[config.mk]
export PLATFORM = sky130hd
export DESIGN_NAME = kuf_ctrl
export DESIGN_NICKNAME = d
export VERILOG_FILES = /design/src/kuf_pkg.sv /design/src/kuf_ctrl.sv
export SDC_FILE = /design/constraint.sdc
export NUM_CORES = 1
export LEC_CHECK = 0
export ABC_AREA = 1
export BUFFER_PORTS_ARGS = -buffer_cell sky130_fd_sc_hd__buf_2
export CAP_MARGIN = 0
export CORE_UTILIZATION = 44
export CTS_BUF_LIST = sky130_fd_sc_hd__clkbuf_16
export CTS_CLUSTER_SIZE = 28
export DETAILED_ROUTE_END_ITERATION = 6
export GPL_TIMING_DRIVEN = 0
export HOLD_SLACK_MARGIN = 0.12
export PLACE_DENSITY = 0.72
export SLEW_MARGIN = 25
export SYNTH_ARGS = -nofsm -noshare
export SYNTH_HDL_FRONTEND = slang
export SYNTH_SLANG_ARGS = --single-unit
export TNS_END_PERCENT = 5
[constraint.sdc]
create_clock -name clk -period 1.2 [get_ports clk]
set_input_delay 0.24 -clock clk [delete_from_list [all_inputs] [get_ports clk]]
set_output_delay 0.24 -clock clk [all_outputs]
set_load 0.02 [all_outputs]
[src/kuf_pkg.sv]
// ----------------------------------------------------------------------------
// kuf_pkg: shared types and constants for the union-find tree builder
// Holds memory sizes, field widths, the controller command set and status.
// ----------------------------------------------------------------------------
package kuf_pkg;

	localparam int MAX_PIXELS = 4096;
	localparam int PIX_W      = $clog2(MAX_PIXELS);
	localparam int NODE_W     = 13;
	localparam int ORDER_W    = 12;
	localparam int RANK_W     = 4;
	localparam int CFG_W      = 13;

	localparam logic [RANK_W-1:0] RANK_MAX = '1;

	localparam logic [0:0] KIND_START = 1'b0;
	localparam logic [0:0] KIND_EDGE  = 1'b1;

	localparam logic [0:0] REG_IMAGE_WIDTH = 1'b0;
	localparam logic [0:0] REG_PIXEL_COUNT = 1'b1;

	// Datapath operations issued by the controller
	localparam logic [2:0] OP_NONE   = 3'd0;
	localparam logic [2:0] OP_CLEAR  = 3'd1;
	localparam logic [2:0] OP_LOAD   = 3'd2;
	localparam logic [2:0] OP_RD     = 3'd3;
	localparam logic [2:0] OP_WALK   = 3'd4;
	localparam logic [2:0] OP_COMP   = 3'd5;
	localparam logic [2:0] OP_MERGE  = 3'd6;
	localparam logic [2:0] OP_RESULT = 3'd7;

	typedef struct packed {
		logic [2:0] op;
		logic       sel_y;   // work on the second pixel
		logic       bad;     // result is an out-of-range edge
		logic       start;   // result of a start item
	} kuf_cmd_t;

	typedef struct packed {
		logic clear_done;
		logic is_root;       // registered parent read equals its address
		logic bad;           // decoded pixel out of range
		logic same;          // both roots equal
	} kuf_stat_t;

endpackage

[src/kuf_ctrl.sv]
// ----------------------------------------------------------------------------
// kuf_ctrl: controller for decode, two root walks with compression, merge
// Sequences the datapath and runs the input and output handshakes.
// ----------------------------------------------------------------------------
module kuf_ctrl (
	input  logic                clk,
	input  logic                arst_n,
	input  logic                in_fire,
	input  logic                in_kind,
	output logic                in_ready,
	output logic                out_valid,
	input  logic                out_ready,
	output kuf_pkg::kuf_cmd_t   cmd,
	input  kuf_pkg::kuf_stat_t  stat
);
	import kuf_pkg::*;

	localparam logic [3:0] S_IDLE  = 4'd0;
	localparam logic [3:0] S_DEC   = 4'd1;
	localparam logic [3:0] S_RD    = 4'd2;
	localparam logic [3:0] S_WALK  = 4'd3;
	localparam logic [3:0] S_RD2   = 4'd4;
	localparam logic [3:0] S_COMP  = 4'd5;
	localparam logic [3:0] S_RDR   = 4'd6;
	localparam logic [3:0] S_MERGE = 4'd7;
	localparam logic [3:0] S_RES   = 4'd8;
	localparam logic [3:0] S_OUT   = 4'd9;
	localparam logic [3:0] S_START = 4'd10;
	localparam logic [3:0] S_RDY   = 4'd11;

	logic [3:0] state_q;
	logic       sel_y_q, bad_q;

	// Hold the input closed while the clearing pass runs
	assign in_ready  = state_q == S_IDLE && stat.clear_done;
	assign out_valid = state_q == S_OUT;

	// Issue one command per state
	always_comb begin
		cmd = '{op: OP_NONE, sel_y: sel_y_q, bad: 1'b0, start: 1'b0};
		case (state_q)
			S_IDLE:  if (in_fire && in_kind == KIND_EDGE) cmd.op = OP_LOAD;
				else if (in_fire) cmd.op = OP_CLEAR;
			S_RD:    cmd.op = OP_RD;
			S_WALK:  cmd.op = OP_WALK;
			S_RD2:   cmd.op = OP_RD;
			S_COMP:  cmd.op = OP_COMP;
			// read the second root row, left at cur by the compression
			S_RDY:   cmd.op = OP_NONE;
			S_MERGE: cmd.op = OP_MERGE;
			S_RES:   begin cmd.op = OP_RESULT; cmd.bad = bad_q; end
			S_START: begin
				cmd.op    = stat.clear_done ? OP_RESULT : OP_NONE;
				cmd.start = 1'b1;
			end
			default: ;
		endcase
	end

	always_ff @(posedge clk or negedge arst_n) begin
		if (!arst_n) begin
			state_q <= S_IDLE;
			sel_y_q <= 1'b0;
			bad_q   <= 1'b0;
		end else begin
			case (state_q)
				S_IDLE: if (in_fire) begin
					sel_y_q <= 1'b0;
					state_q <= (in_kind == KIND_EDGE) ? S_DEC : S_START;
				end
				S_DEC: begin
					bad_q   <= stat.bad;
					state_q <= stat.bad ? S_RES : S_RD;
				end
				S_RD:   state_q <= S_WALK;
				S_WALK: if (stat.is_root) state_q <= S_RDR;
				S_RDR:  state_q <= S_RD2;
				S_RD2:  state_q <= S_COMP;
				S_COMP: if (stat.is_root) begin
					if (sel_y_q) begin
						state_q <= stat.same ? S_RES : S_RDY;
						bad_q   <= 1'b0;
					end else begin
						sel_y_q <= 1'b1;
						state_q <= S_RD;
					end
				end
				S_RDY:   state_q <= S_MERGE;
				S_MERGE: state_q <= S_RES;
				S_RES:   state_q <= S_OUT;
				S_START: if (stat.clear_done) state_q <= S_OUT;
				S_OUT: if (out_ready) state_q <= S_IDLE;
				default: state_q <= S_IDLE;
			endcase
		end
	end

	assert property (@(posedge clk) disable iff (!arst_n) !(in_ready && out_valid))
		else $error("input open while result pending");
	assert property (@(posedge clk) disable iff (!arst_n)
		out_valid && !out_ready |=> out_valid)
		else $error("result dropped");
	assert property (@(posedge clk) disable iff (!arst_n)
		in_fire |=> !in_ready)
		else $error("second request taken");
endmodule

; ---- Word-level counts from Yosys, hierarchy flattened
; Index checks and enable logic that the tools add are counted.
[classes]
n_eq_ne = 17
mux = 22
n_reduce_logical = 9
[ops]
columns = op, n
row1 = one-hot mux 4 bit (12 select lines), 1
row2 = 2-to-1 mux 4 bit, 8
row3 = one-hot mux 3 bit (7 select lines), 1
row4 = equality test 4 x 3 -> 1 bit (second input constant), 4
row5 = equality test 4 bit (second input constant), 4
row6 = != test 2 bit (second input constant), 5
row7 = equality test 4 x 2 -> 1 bit (second input constant), 2
row8 = 2-to-1 mux 1 bit, 7
row9 = 2-to-1 mux 3 bit, 2
row10 = AND reduction 3 bit, 2
row11 = AND reduction 5 bit, 1
row12 = equality test 4 x 1 -> 1 bit (second input constant), 1
row13 = logical NOT 4 bit, 1
row14 = one-hot mux 1 bit (2 select lines), 2
row15 = nonzero test 2 bit, 2
row16 = logical AND 1 bit, 2
row17 = 2-to-1 mux 2 bit, 1
row18 = != test 2 x 1 -> 1 bit (second input constant), 1
row19 = OR reduction 2 bit, 1
[totals]
register_bits = 6
elab_cells = 51

; ---- Longest topological paths before layout
; Gate-level depths: netlist (run 1).
[depth]
word_depth = 4
depth_mapped = 8
depth_no_buf = 8

; ---- Worst setup path after synthesis (run 1)
; No wires, ideal clock.
[synth_timing]
path_type = register to output
from = register state_q[3]
to = output cmd[1] (netlist name)
arrival_ps = 1288
required_time_ps = 960
setup_slack_ps = -328
path_stages_with_launch = 5
n_path_buf = 0
path_cell_list = dfrtp_1 inv_2 nor2_4 inv_2 nor4_1
[synth_lines]
columns = item, line
row1 = from (decl), kuf_ctrl.sv:31  ; logic [3:0] state_q;
row2 = from (signal assigned), kuf_ctrl.sv:69  ; state_q <= (in_kind == KIND_EDGE) ? S_DEC : S_START;
row3 = from (signal assigned), kuf_ctrl.sv:73  ; state_q <= stat.bad ? S_RES : S_RD;
row4 = from (signal assigned), kuf_ctrl.sv:81  ; state_q <= stat.same ? S_RES : S_RDY;
row5 = to (decl), kuf_ctrl.sv:13  ; output kuf_pkg::kuf_cmd_t cmd,

==> results of run 1 <==
[layout make-up]
type,count,area [um2]
multi-input cells,72,432
fillers,86,260
repair buffers,23,160
flip-flops and latches,6,153
clock buffers,3,75.1
inverters,11,43.8
plain buffers,3,30.0
well taps,14,17.5
[cells in the final DEF (no fill, tap or decap), types with 2 or more instances in the layout]
master / Yosys / final
nand3b_1: 4 / 4
inv_2: 4 / 4
buf_6: 0 / 4
buf_4: 1 / 12
nand2_1: 25 / 22
nand3_2: 0 / 2
nand2_2: 2 / 5
nor2_2: 2 / 2
nand3_1: 11 / 9
nor2_1: 9 / 5
o211ai_1: 2 / 2
nor2_4: 2 / 6
dfrtp_1: 6 / 4
nand4_1: 3 / 3
inv_1: 7 / 6
dfrtp_2: 0 / 2
buf_2: 2 / 9
o21ai_0: 2 / 2
a21boi_1: 2 / 2
o21ai_1: 3 / 3
clkbuf_16: 0 / 3
[power groups by stage]
| stage | logic, uW | registers (uW) | clock network, uW |
|---|---|---|---|
| floorplan | 1130 | 383 | 0 |
| global placement | 1430 | 397 | 0 |
| detailed placement | 1440 | 399 | 0 |
| CTS | 1540 | 398 | 537 |
| global route | 1960 | 421 | 548 |
| finish | 1800 | 409 | 529 |
[metal layers]
| metal | vias up | wire length, um | part of all wire (%) |
|---|---|---|---|
| met1 | 339 | 766 | 46 |
| met5 | - | 0 | 0 |
| met3 | 0 | 97 | 5.8 |
| met2 | 24 | 800 | 48 |
| met4 | 0 | 0 | 0 |
| li1 | 358 | - | - |
[cell families after synthesis]
family	Yosys count	share of synthesized area (%)
flops	6	25.8
compound gates	12	12.4
simple gates	60	51.7
buf+inv	14	10.1
[worst max-delay path, cell delays in order, from the launching register on]
cell      delay [ns]
dfrtp_2         0.46
inv_4           0.07
nor2_4          0.12
nand2_2         0.07
a21oi_2         0.16
nor2_2          0.07
o211ai_1        0.08
buf_4           0.17
[what timing repair did]
action                                  4_1_cts  5_1_grt
pin swaps                                     1        5
resized for setup                             8       14
hold endpoints to repair                      6        0
setup buffers                                 1        5
endpoints found under the setup margin       12       13
hold buffers                                  1        0
[flip-flops by register name (all words and copies together), names as in the netlist]
register / flops
bad_q: 1
sel_y_q: 1
state_q: 4
[worst max-delay path by stage]
| stage | from | to |
|---|---|---|
| floorplan | state_q[3] | cmd[4] |
| global placement | state_q[3] | cmd[4] |
| detailed placement | state_q[3] | cmd[4] |
| CTS | state_q[3] | cmd[3] |
| global route | state_q[3] | cmd[4] |
| finish | state_q[3] | cmd[3] |
[per-stage QoR]
stage	util [%]	hold WS, ns	power, uW
after global routing	77.8	0.342	2930
after detailed placement	61.0	0.0673	1840
after global placement	61.0	0.0658	1830
after floorplan	-	-0.0556	1510
after CTS	70.8	0.310	2480
final	77.8	0.308	2740
==> impl_metrics.json, run 1 <==
{
  "synth-edff-count": 0,
  "drive_gt1_share_pct": 44.9,
  "min_period_ns": 1.66,
  "clock-sinks": 6,
  "firstDrtPassIters": 4,
  "antenna_found_initial": 0,
  "skew_ns": 0.000756,
  "n_antenna_cell": 0,
  "dieHeight_um": 38.4,
  "pwr_density_cell_mw_per_mm2": 3010,
  "slew_viol_final": 0,
  "vias_per_cell": 5.46,
  "chipWidth_um": 38.4,
  "finalInstanceArea_um2": 911,
  "met1_usage_pct": 32.6,
  "core_area_mm2": 0.00117,
  "max-vdd-ir-drop_uv": 2280,
  "violations": "setup timing",
  "cts_made_buffers": 3,
  "fmax_mhz": 601,
  "power.share.clock_pct": 19.3,
  "min-delay-start": "stat[2]",
  "synth_ff_type": "dfrtp_1",
  "drcViolationCount": 0,
  "r2r-start": "state_q[0]",
  "fin_crit_sh_pct": 139,
  "synth_top_area_share_pct": 25.8,
  "drtIter0Drc": 26,
  "worstPathArrival_ns": 1.42,
  "place.gp.congestion": 0.837,
  "grt_start_max_net_pins": 11,
  "p_comb_share_pct": 65.8,
  "fin_nets": 129,
  "grt_usage_pct": 24.7,
  "reg2reg_to": "state_q[1]",
  "detail-route-antenna-nets": 0,
  "grt_pass1_wl_mm": 2.49,
  "setup_slack_ns": -0.465,
  "grt_most_used_layer": "met2",
  "setup_violations": 13,
  "required_ns": 0.96,
  "die-area_mm2": 0.00147,
  "rrSetupSlack_ns": -0.30,
  "grt_use_met3_pct": 6.98,
  "slew_headroom_pct": 70.3,
  "synthMostInstantiatedCell": "nand2_1",
  "yosys_warnings": 0,
  "synth_fp_nets": 101,
  "htree_levels": 1,
  "cp_max_fo": 5,
  "grt_pass1_vias": 570,
  "yosys_register_bits": 6,
  "placed_area_um2": 714,
  "dp_hpwl_mm": 1.14,
  "seq_power_share_pct": 14.9,
  "switching_share_pct": 46.9,
  "tightestPinTransition_ns": 0.444,
  "start_kind": "flip-flop",
  "io_pins": 17,
  "initial_core_util_pct": 49.8,
  "holdPathEnd": "sel_y_q",
  "synth_common_cells": "nand2_1, nand3_1, nor2_1",
  "synth.distinct_cells": 21,
  "worst_r2r_path_depth": 7,
  "met2_usage_pct": 41.1,
  "clock_path_buffers": 2,
  "status": "finished with violations",
  "vias": 721,
  "synth-seq-area-share_pct": 25.8,
  "finalSetupTns_ns": -4.36,
  "synth_area_leader_cell": "dfrtp_1",
  "hold_path.class": "in2reg",
  "overflow": 0,
  "tritoncts": "yes",
  "dp_slack_ns": -0.282,
  "port_buffers": 16,
  "syn_area_per_cell_um2": 6.34,
  "dp_cells": 122,
  "synthesis.area_um2": 583,
  "rsz0062_at_grt": "yes",
  "totalWireLength_mm": 1.66,
  "async_flop_share_pct": 100,
  "num_rows": 12,
  "internal-power_uw": 1460,
  "netlist_instances": 92,
  "p_switching_uw": 1280,
  "ys_top_cells_by_area": "dfrtp_1, nand2_1, nand3_1",
  "clkSlewWorstSetupHoldPaths_ns": 0.03,
  "crit_type": "reg2out",
  "p_leak_uw": 0.000459,
  "final_cells": 132,
  "cp-end-kind": "output port",
  "syn2layout_area_growth_pct": 56.2,
  "hold_path_depth": 3,
  "hold_violations": 0,
  "clkLatencyLatePin_ns": 0.22,
  "wl_per_cell_um": 12.6,
  "cap_violations": 0,
  "cts_root_buf": "clkbuf_16"
}
No activity file was read; power rests on OpenSTA's default activity.
==> run 2: changes to the inputs <==
--- a/config.mk
+++ b/config.mk
@@ -8,6 +8,7 @@
 export ABC_AREA = 1
 export BUFFER_PORTS_ARGS = -buffer_cell sky130_fd_sc_hd__buf_2
 export CAP_MARGIN = 0
+export CORE_MARGIN = 2
 export CORE_UTILIZATION = 44
 export CTS_BUF_LIST = sky130_fd_sc_hd__clkbuf_16
 export CTS_CLUSTER_SIZE = 28
==> run 2 against run 1 <==
Highest routed layer is now met4. The run still ends with setup timing left. Die area increased by 11%. Sequential share of layout area decreased by 0.66 points. Fmax decreased by 3.3%. Largest cell class unchanged.
==> impl_metrics.json, run 2 (synthesis gave the netlist of run 1 again) <==
{
  "status": "finished with violations",
  "violations": "setup timing",
  "hold_path.class": "in2reg",
  "initial_core_util_pct": 46.0,
  "start_kind": "flip-flop",
  "io_pins": 17,
  "clock_path_buffers": 2,
  "cp_top_family": "flip-flops",
  "detail-route-antenna-nets": 0,
  "slew_headroom_pct": 84.4,
  "dp_cells": 123,
  "p_leak_uw": 0.000482,
  "slowest_delay_ns": 0.46,
  "cp_max_fo": 6,
  "final_util_pct": 74.8,
  "cpMaxStageDelayCell": "dfrtp_2",
  "max-vdd-ir-drop_uv": 2010,
  "cap_violations": 0,
  "pwr_density_cell_mw_per_mm2": 3060,
  "num_rows": 13,
  "hold_violations": 0,
  "total_power_uw": 2900,
  "clock-sinks": 6,
  "rsz0062_at_grt": "yes",
  "dp_slack_ns": -0.273,
  "seq_power_share_pct": 14.2,
  "power.share.clock_pct": 18.5,
  "fillers": 107,
  "regMostFlops": "state_q",
  "switching_share_pct": 46.5,
  "grt_usage_pct": 22.6,
  "htree_levels": 1,
  "cpMostUsedCell": "nand2_1",
  "layout_common_cells": "nand2_1, buf_4, nand3_1, buf_2, nor2_4",
  "fin_crit_sh_pct": 143,
  "slew_viol_final": 0,
  "largest_reg_flops": 4,
  "dp_hpwl_mm": 1.16,
  "p_switching_uw": 1350,
  "ff_latch_area_um2": 153,
  "crit_type": "reg2out",
  "clkSlewWorstSetupHoldPaths_ns": 0.03,
  "path_buf_inv": 2,
  "vias_per_cell": 5.44,
  "skew_ns": 0.00166,
  "fmax_mhz": 581,
  "top_regs": "state_q x4, bad_q x1, sel_y_q x1",
  "drtIter0Drc": 14,
  "core_area_mm2": 0.00127,
  "firstDrtPassIters": 4,
  "grt_start_max_net_pins": 11,
  "required_ns": 0.96,
  "holdWs_ns": 0.335,
  "place.gp.congestion": 0.850,
  "die-area_mm2": 0.00163,
  "min_period_ns": 1.72,
  "antenna_found_initial": 0,
  "layout_commonest_cell": "nand2_1",
  "tritoncts": "yes",
  "vias": 751,
  "tightestPinTransition_ns": 0.233,
  "internal-power_uw": 1550,
  "wl_per_cell_um": 13.1,
  "grt_pass1_vias": 550,
  "drcViolationCount": 0,
  "setup_slack_ns": -0.521,
  "chipWidth_um": 40.4,
  "drive_gt1_share_pct": 46.3,
  "cp_cell_sequence": "inv_2 > nor2_4 > nand2_1 > nand2_1 > nor2_2 > o211ai_1 > buf_4",
  "multi_input_comb_area_um2": 434,
  "setup_violations": 12,
  "dieHeight_um": 40.4,
  "port_buffers": 16,
  "overflow": 0,
  "totalWireLength_mm": 1.81,
  "p_comb_share_pct": 67.2,
  "fin_nets": 134,
  "final_cells": 138,
  "clkLatencyLatePin_ns": 0.23,
  "worstPathArrival_ns": 1.48,
  "n_antenna_cell": 0,
  "cp-end-kind": "output port",
  "cts_root_buf": "clkbuf_16",
  "syn2layout_area_growth_pct": 62.7,
  "cts_made_buffers": 3,
  "grt_pass1_wl_mm": 2.30
}
-- run 2: power groups by stage --
stage | combinational [uW] | clock [uW] | sequential (uW)
final | 1950 | 537 | 412
after global routing | 2100 | 557 | 423
after CTS | 1560 | 541 | 409
after detailed placement | 1440 | 0 | 400
after global placement | 1430 | 0 | 397
after floorplan | 1130 | 0 | 383
-- run 2: worst register-to-register path: cells and delay by family (launching register included) --
family	cells	cell delay [ns]
buffers and inverters	3	0.25
flip-flops	1	0.46
AND/OR/NAND/NOR	5	0.60
-- run 2: routing by layer --
layer / GRT usage [%] / share of wire (%) / vias up
li1: - / - / 367
met1: 27.6 / 40 / 349
met2: 34.9 / 50 / 31
met3: 6.67 / 8.3 / 4
met4: 12.5 / 1.5 / 0
met5: 0 / 0 / -
-- run 2: repair_timing --
item,CTS,global route
pin swaps,1,8
gates resized for setup,13,9
hold buffers,1,0
hold endpoints to repair,6,0
endpoints found under the setup margin,12,13
setup buffers,0,11
-- run 2: final cells by class --
class,instances,share of cell area (%)
multi-input cells,72,45.8
repair buffers,28,20.4
flip-flops and latches,6,16.1
clock buffers,3,7.92
inverters,11,4.62
plain buffers,3,3.17
well taps,15,1.98
-- run 2: worst paths after layout --
kind | start | endpoint | slack (ns) | cells past startpoint
hold / removal | stat[1] | bad_q | 0.33 | 3
min in group asynchronous | arst_n | state_q[0] | 0.36 | 2
setup reg to reg | state_q[3] | state_q[3] | -0.22 | 8
setup / recovery | state_q[2] | cmd[4] | -0.52 | 7
max in group asynchronous | arst_n | state_q[3] | 0.68 | 2
hold reg to reg | bad_q | bad_q | 0.57 | 2
-- run 2: per-stage QoR --
| stage | setup TNS [ns] | instance area, um2 |
|---|---|---|
| 2_1_floorplan | -0.968 | 617 |
| 3_3_place_gp | -1.67 | 716 |
| 3_5_place_dp | -1.87 | 716 |
| 4_1_cts | -3.09 | 836 |
| 5_1_grt | -4.56 | 948 |
| 6_report | -3.80 | 948 |
==> run 3: changes to the inputs <==
--- a/config.mk
+++ b/config.mk
@@ -5,17 +5,16 @@
 export SDC_FILE = /design/constraint.sdc
 export NUM_CORES = 1
 export LEC_CHECK = 0
-export ABC_AREA = 1
-export BUFFER_PORTS_ARGS = -buffer_cell sky130_fd_sc_hd__buf_2
+export BUFFER_PORTS_ARGS = -buffer_cell sky130_fd_sc_hd__clkbuf_2
 export CAP_MARGIN = 0
 export CORE_MARGIN = 2
-export CORE_UTILIZATION = 44
+export CORE_UTILIZATION = 46
 export CTS_BUF_LIST = sky130_fd_sc_hd__clkbuf_16
 export CTS_CLUSTER_SIZE = 28
 export DETAILED_ROUTE_END_ITERATION = 6
 export GPL_TIMING_DRIVEN = 0
 export HOLD_SLACK_MARGIN = 0.12
-export PLACE_DENSITY = 0.72
+export PLACE_DENSITY = 0.73
 export SLEW_MARGIN = 25
 export SYNTH_ARGS = -nofsm -noshare
 export SYNTH_HDL_FRONTEND = slang
==> run 3 against run 2 <==
The run still ends with setup timing left. First-iteration DRC count grew to 2.9 times the previous value. Sequential share of layout area shrank 3.1 points. Synthesized cell count down 4.3%.
==> impl_metrics.json, run 3 <==
{
  "detail-route-antenna-nets": 0,
  "cts_root_buf": "clkbuf_16",
  "start_kind": "flip-flop",
  "port_buffers": 16,
  "setup_slack_ns": -0.620,
  "drive_gt1_share_pct": 49.2,
  "core_area_mm2": 0.00147,
  "regMostFlops": "state_q",
  "vias_per_cell": 6.34,
  "syn_area_per_cell_um2": 8.05,
  "seq_power_share_pct": 10.2,
  "clkSlewWorstSetupHoldPaths_ns": 0.04,
  "r2r-start": "state_q[1]",
  "cp_max_fo": 7,
  "largest_reg_flops": 4,
  "worst_r2r_path_depth": 6,
  "critPathCapture": "cmd[4]",
  "hold_path.class": "in2reg",
  "place.gp.congestion": 0.881,
  "p_leak_uw": 0.000503,
  "slew_headroom_pct": 75.8,
  "final_cells": 134,
  "dieHeight_um": 43.2,
  "reg2reg_to": "state_q[3]",
  "dp_cells": 120,
  "syn2layout_area_growth_pct": 64.7,
  "pwr_density_cell_mw_per_mm2": 3260,
  "worstPathArrival_ns": 1.58,
  "cp-startpoint": "state_q[1]",
  "layout_commonest_cell": "buf_4",
  "tightestPinTransition_ns": 0.363,
  "n_antenna_cell": 0,
  "totalWireLength_mm": 2.37,
  "status": "finished with violations",
  "dp_hpwl_mm": 1.48,
  "firstDrtPassIters": 5,
  "synth-edff-count": 0,
  "yosys_register_bits": 6,
  "hold_violations": 0,
  "power.share.clock_pct": 14.3,
  "p_comb_share_pct": 75.4,
  "p_switching_uw": 1640,
  "synth_area_leader_cell": "dfrtp_1",
  "num_rows": 14,
  "required_ns": 0.96,
  "antenna_found_initial": 0,
  "switching_share_pct": 43.2,
  "grt_usage_pct": 26.8,
  "tritoncts": "yes",
  "synth_ff_type": "dfrtp_1",
  "internal-power_uw": 2160,
  "drcViolationCount": 0,
  "cap_violations": 0,
  "fin_crit_sh_pct": 152,
  "holdWs_ns": 0.292,
  "vias": 850,
  "synth_fp_nets": 97,
  "min_period_ns": 1.82,
  "total_power_uw": 3800,
  "synthesis.area_um2": 708,
  "slew_viol_final": 0,
  "async_flop_share_pct": 100,
  "fin_nets": 129,
  "grt_pass1_wl_mm": 3.75,
  "synth.distinct_cells": 42,
  "ys_top_cells_by_area": "dfrtp_1, a21oi_1, nand2b_1",
  "grt_start_max_net_pins": 11,
  "violations": "setup timing",
  "clock_path_buffers": 2,
  "initial_core_util_pct": 48.1,
  "chipWidth_um": 43.2,
  "io_pins": 17,
  "wl_per_cell_um": 17.7,
  "layout_common_cells": "buf_4, clkbuf_2, buf_6, a21oi_1",
  "rsz0062_at_grt": "yes",
  "max-vdd-ir-drop_uv": 2400,
  "crit_type": "reg2out",
  "synth-seq-area-share_pct": 21.2,
  "overflow": 0,
  "rrSetupSlack_ns": -0.38,
  "die-area_mm2": 0.00187,
  "synth_top_area_share_pct": 21.2,
  "htree_levels": 1,
  "skew_ns": 0.00477,
  "clkLatencyLatePin_ns": 0.23,
  "cts_made_buffers": 3,
  "top_regs": "state_q x4, bad_q x1, sel_y_q x1",
  "setup_violations": 13,
  "grt_pass1_vias": 768,
  "finalSetupTns_ns": -4.85,
  "synth_common_cells": "a21oi_1, buf_2, dfrtp_1, nor2_1",
  "fmax_mhz": 549,
  "dp_slack_ns": -0.390,
  "netlist_instances": 88,
  "clock-sinks": 6,
  "drtIter0Drc": 40,
  "synthMostInstantiatedCell": "a21oi_1",
  "yosys_warnings": 0,
  "hold_path_depth": 3,
  "cp-end-kind": "output port"
}
## run 3: cell families (layout without fill, tap and decap cells)
group,Yosys count,after routing,share of synthesized area [%]
flops,6,6,21.2
compound gates,35,35,36.8
mux,1,1,1.41
buf+inv,14,44,12.2
simple gates,32,32,28.4
## run 3: what timing repair did
action,in CTS,in global routing
hold buffers,1,0
gates resized for setup,15,16
endpoints found under the hold margin,6,0
buffers inserted,5,5
setup endpoints to repair,14,14
pin swaps,4,4
## run 3: metal layers
layer | wire length (um) | GRT usage (%)
met1 | 961 | 36.0
met2 | 1180 | 40.6
met3 | 196 | 7.66
met4 | 32 | 9.70
met5 | 0 | 0
## run 3: metrics by stage
| stage | utilization (%) | cell area (um2) |
|---|---|---|
| after floorplan | - | 793 |
| after global placement | 60.7 | 893 |
| after detailed placement | 60.7 | 893 |
| after CTS | 72.0 | 1060 |
| after global routing | 79.3 | 1170 |
| final | 79.3 | 1170 |
## run 3: how the worst min path moves through the flow
stage                  from          to  slack, ns
finish              stat[1]       bad_q       0.29
global route        stat[1]       bad_q       0.32
CTS                 in_fire     sel_y_q       0.28
detailed placement   arst_n       bad_q       0.07
global placement     arst_n  state_q[2]       0.07
floorplan            arst_n       bad_q      -0.06
## run 3: critical path, cell delays in order (launching register included)
cell,delay (ns)
dfrtp_1,0.38
buf_6,0.15
buf_8,0.13
a211oi_4,0.26
a21oi_2,0.06
o221ai_2,0.20
clkbuf_8,0.18
## run 3: final cells by class
type	instances	area (um2)
well taps	16	20.0
fillers	104	305
flip-flops and latches	6	151
plain buffers	11	129
multi-input cells	68	577
repair buffers	27	203
clock buffers	3	75.1
inverters	3	11.3
## run 3: power groups by stage
| stage | clock network [uW] | registers (uW) | logic (uW) |
|---|---|---|---|
| after floorplan | 0 | 355 | 1760 |
| after global placement | 0 | 376 | 2160 |
| after detailed placement | 0 | 375 | 2190 |
| after CTS | 556 | 381 | 2460 |
| after global routing | 564 | 399 | 3050 |
| final | 544 | 389 | 2860 |
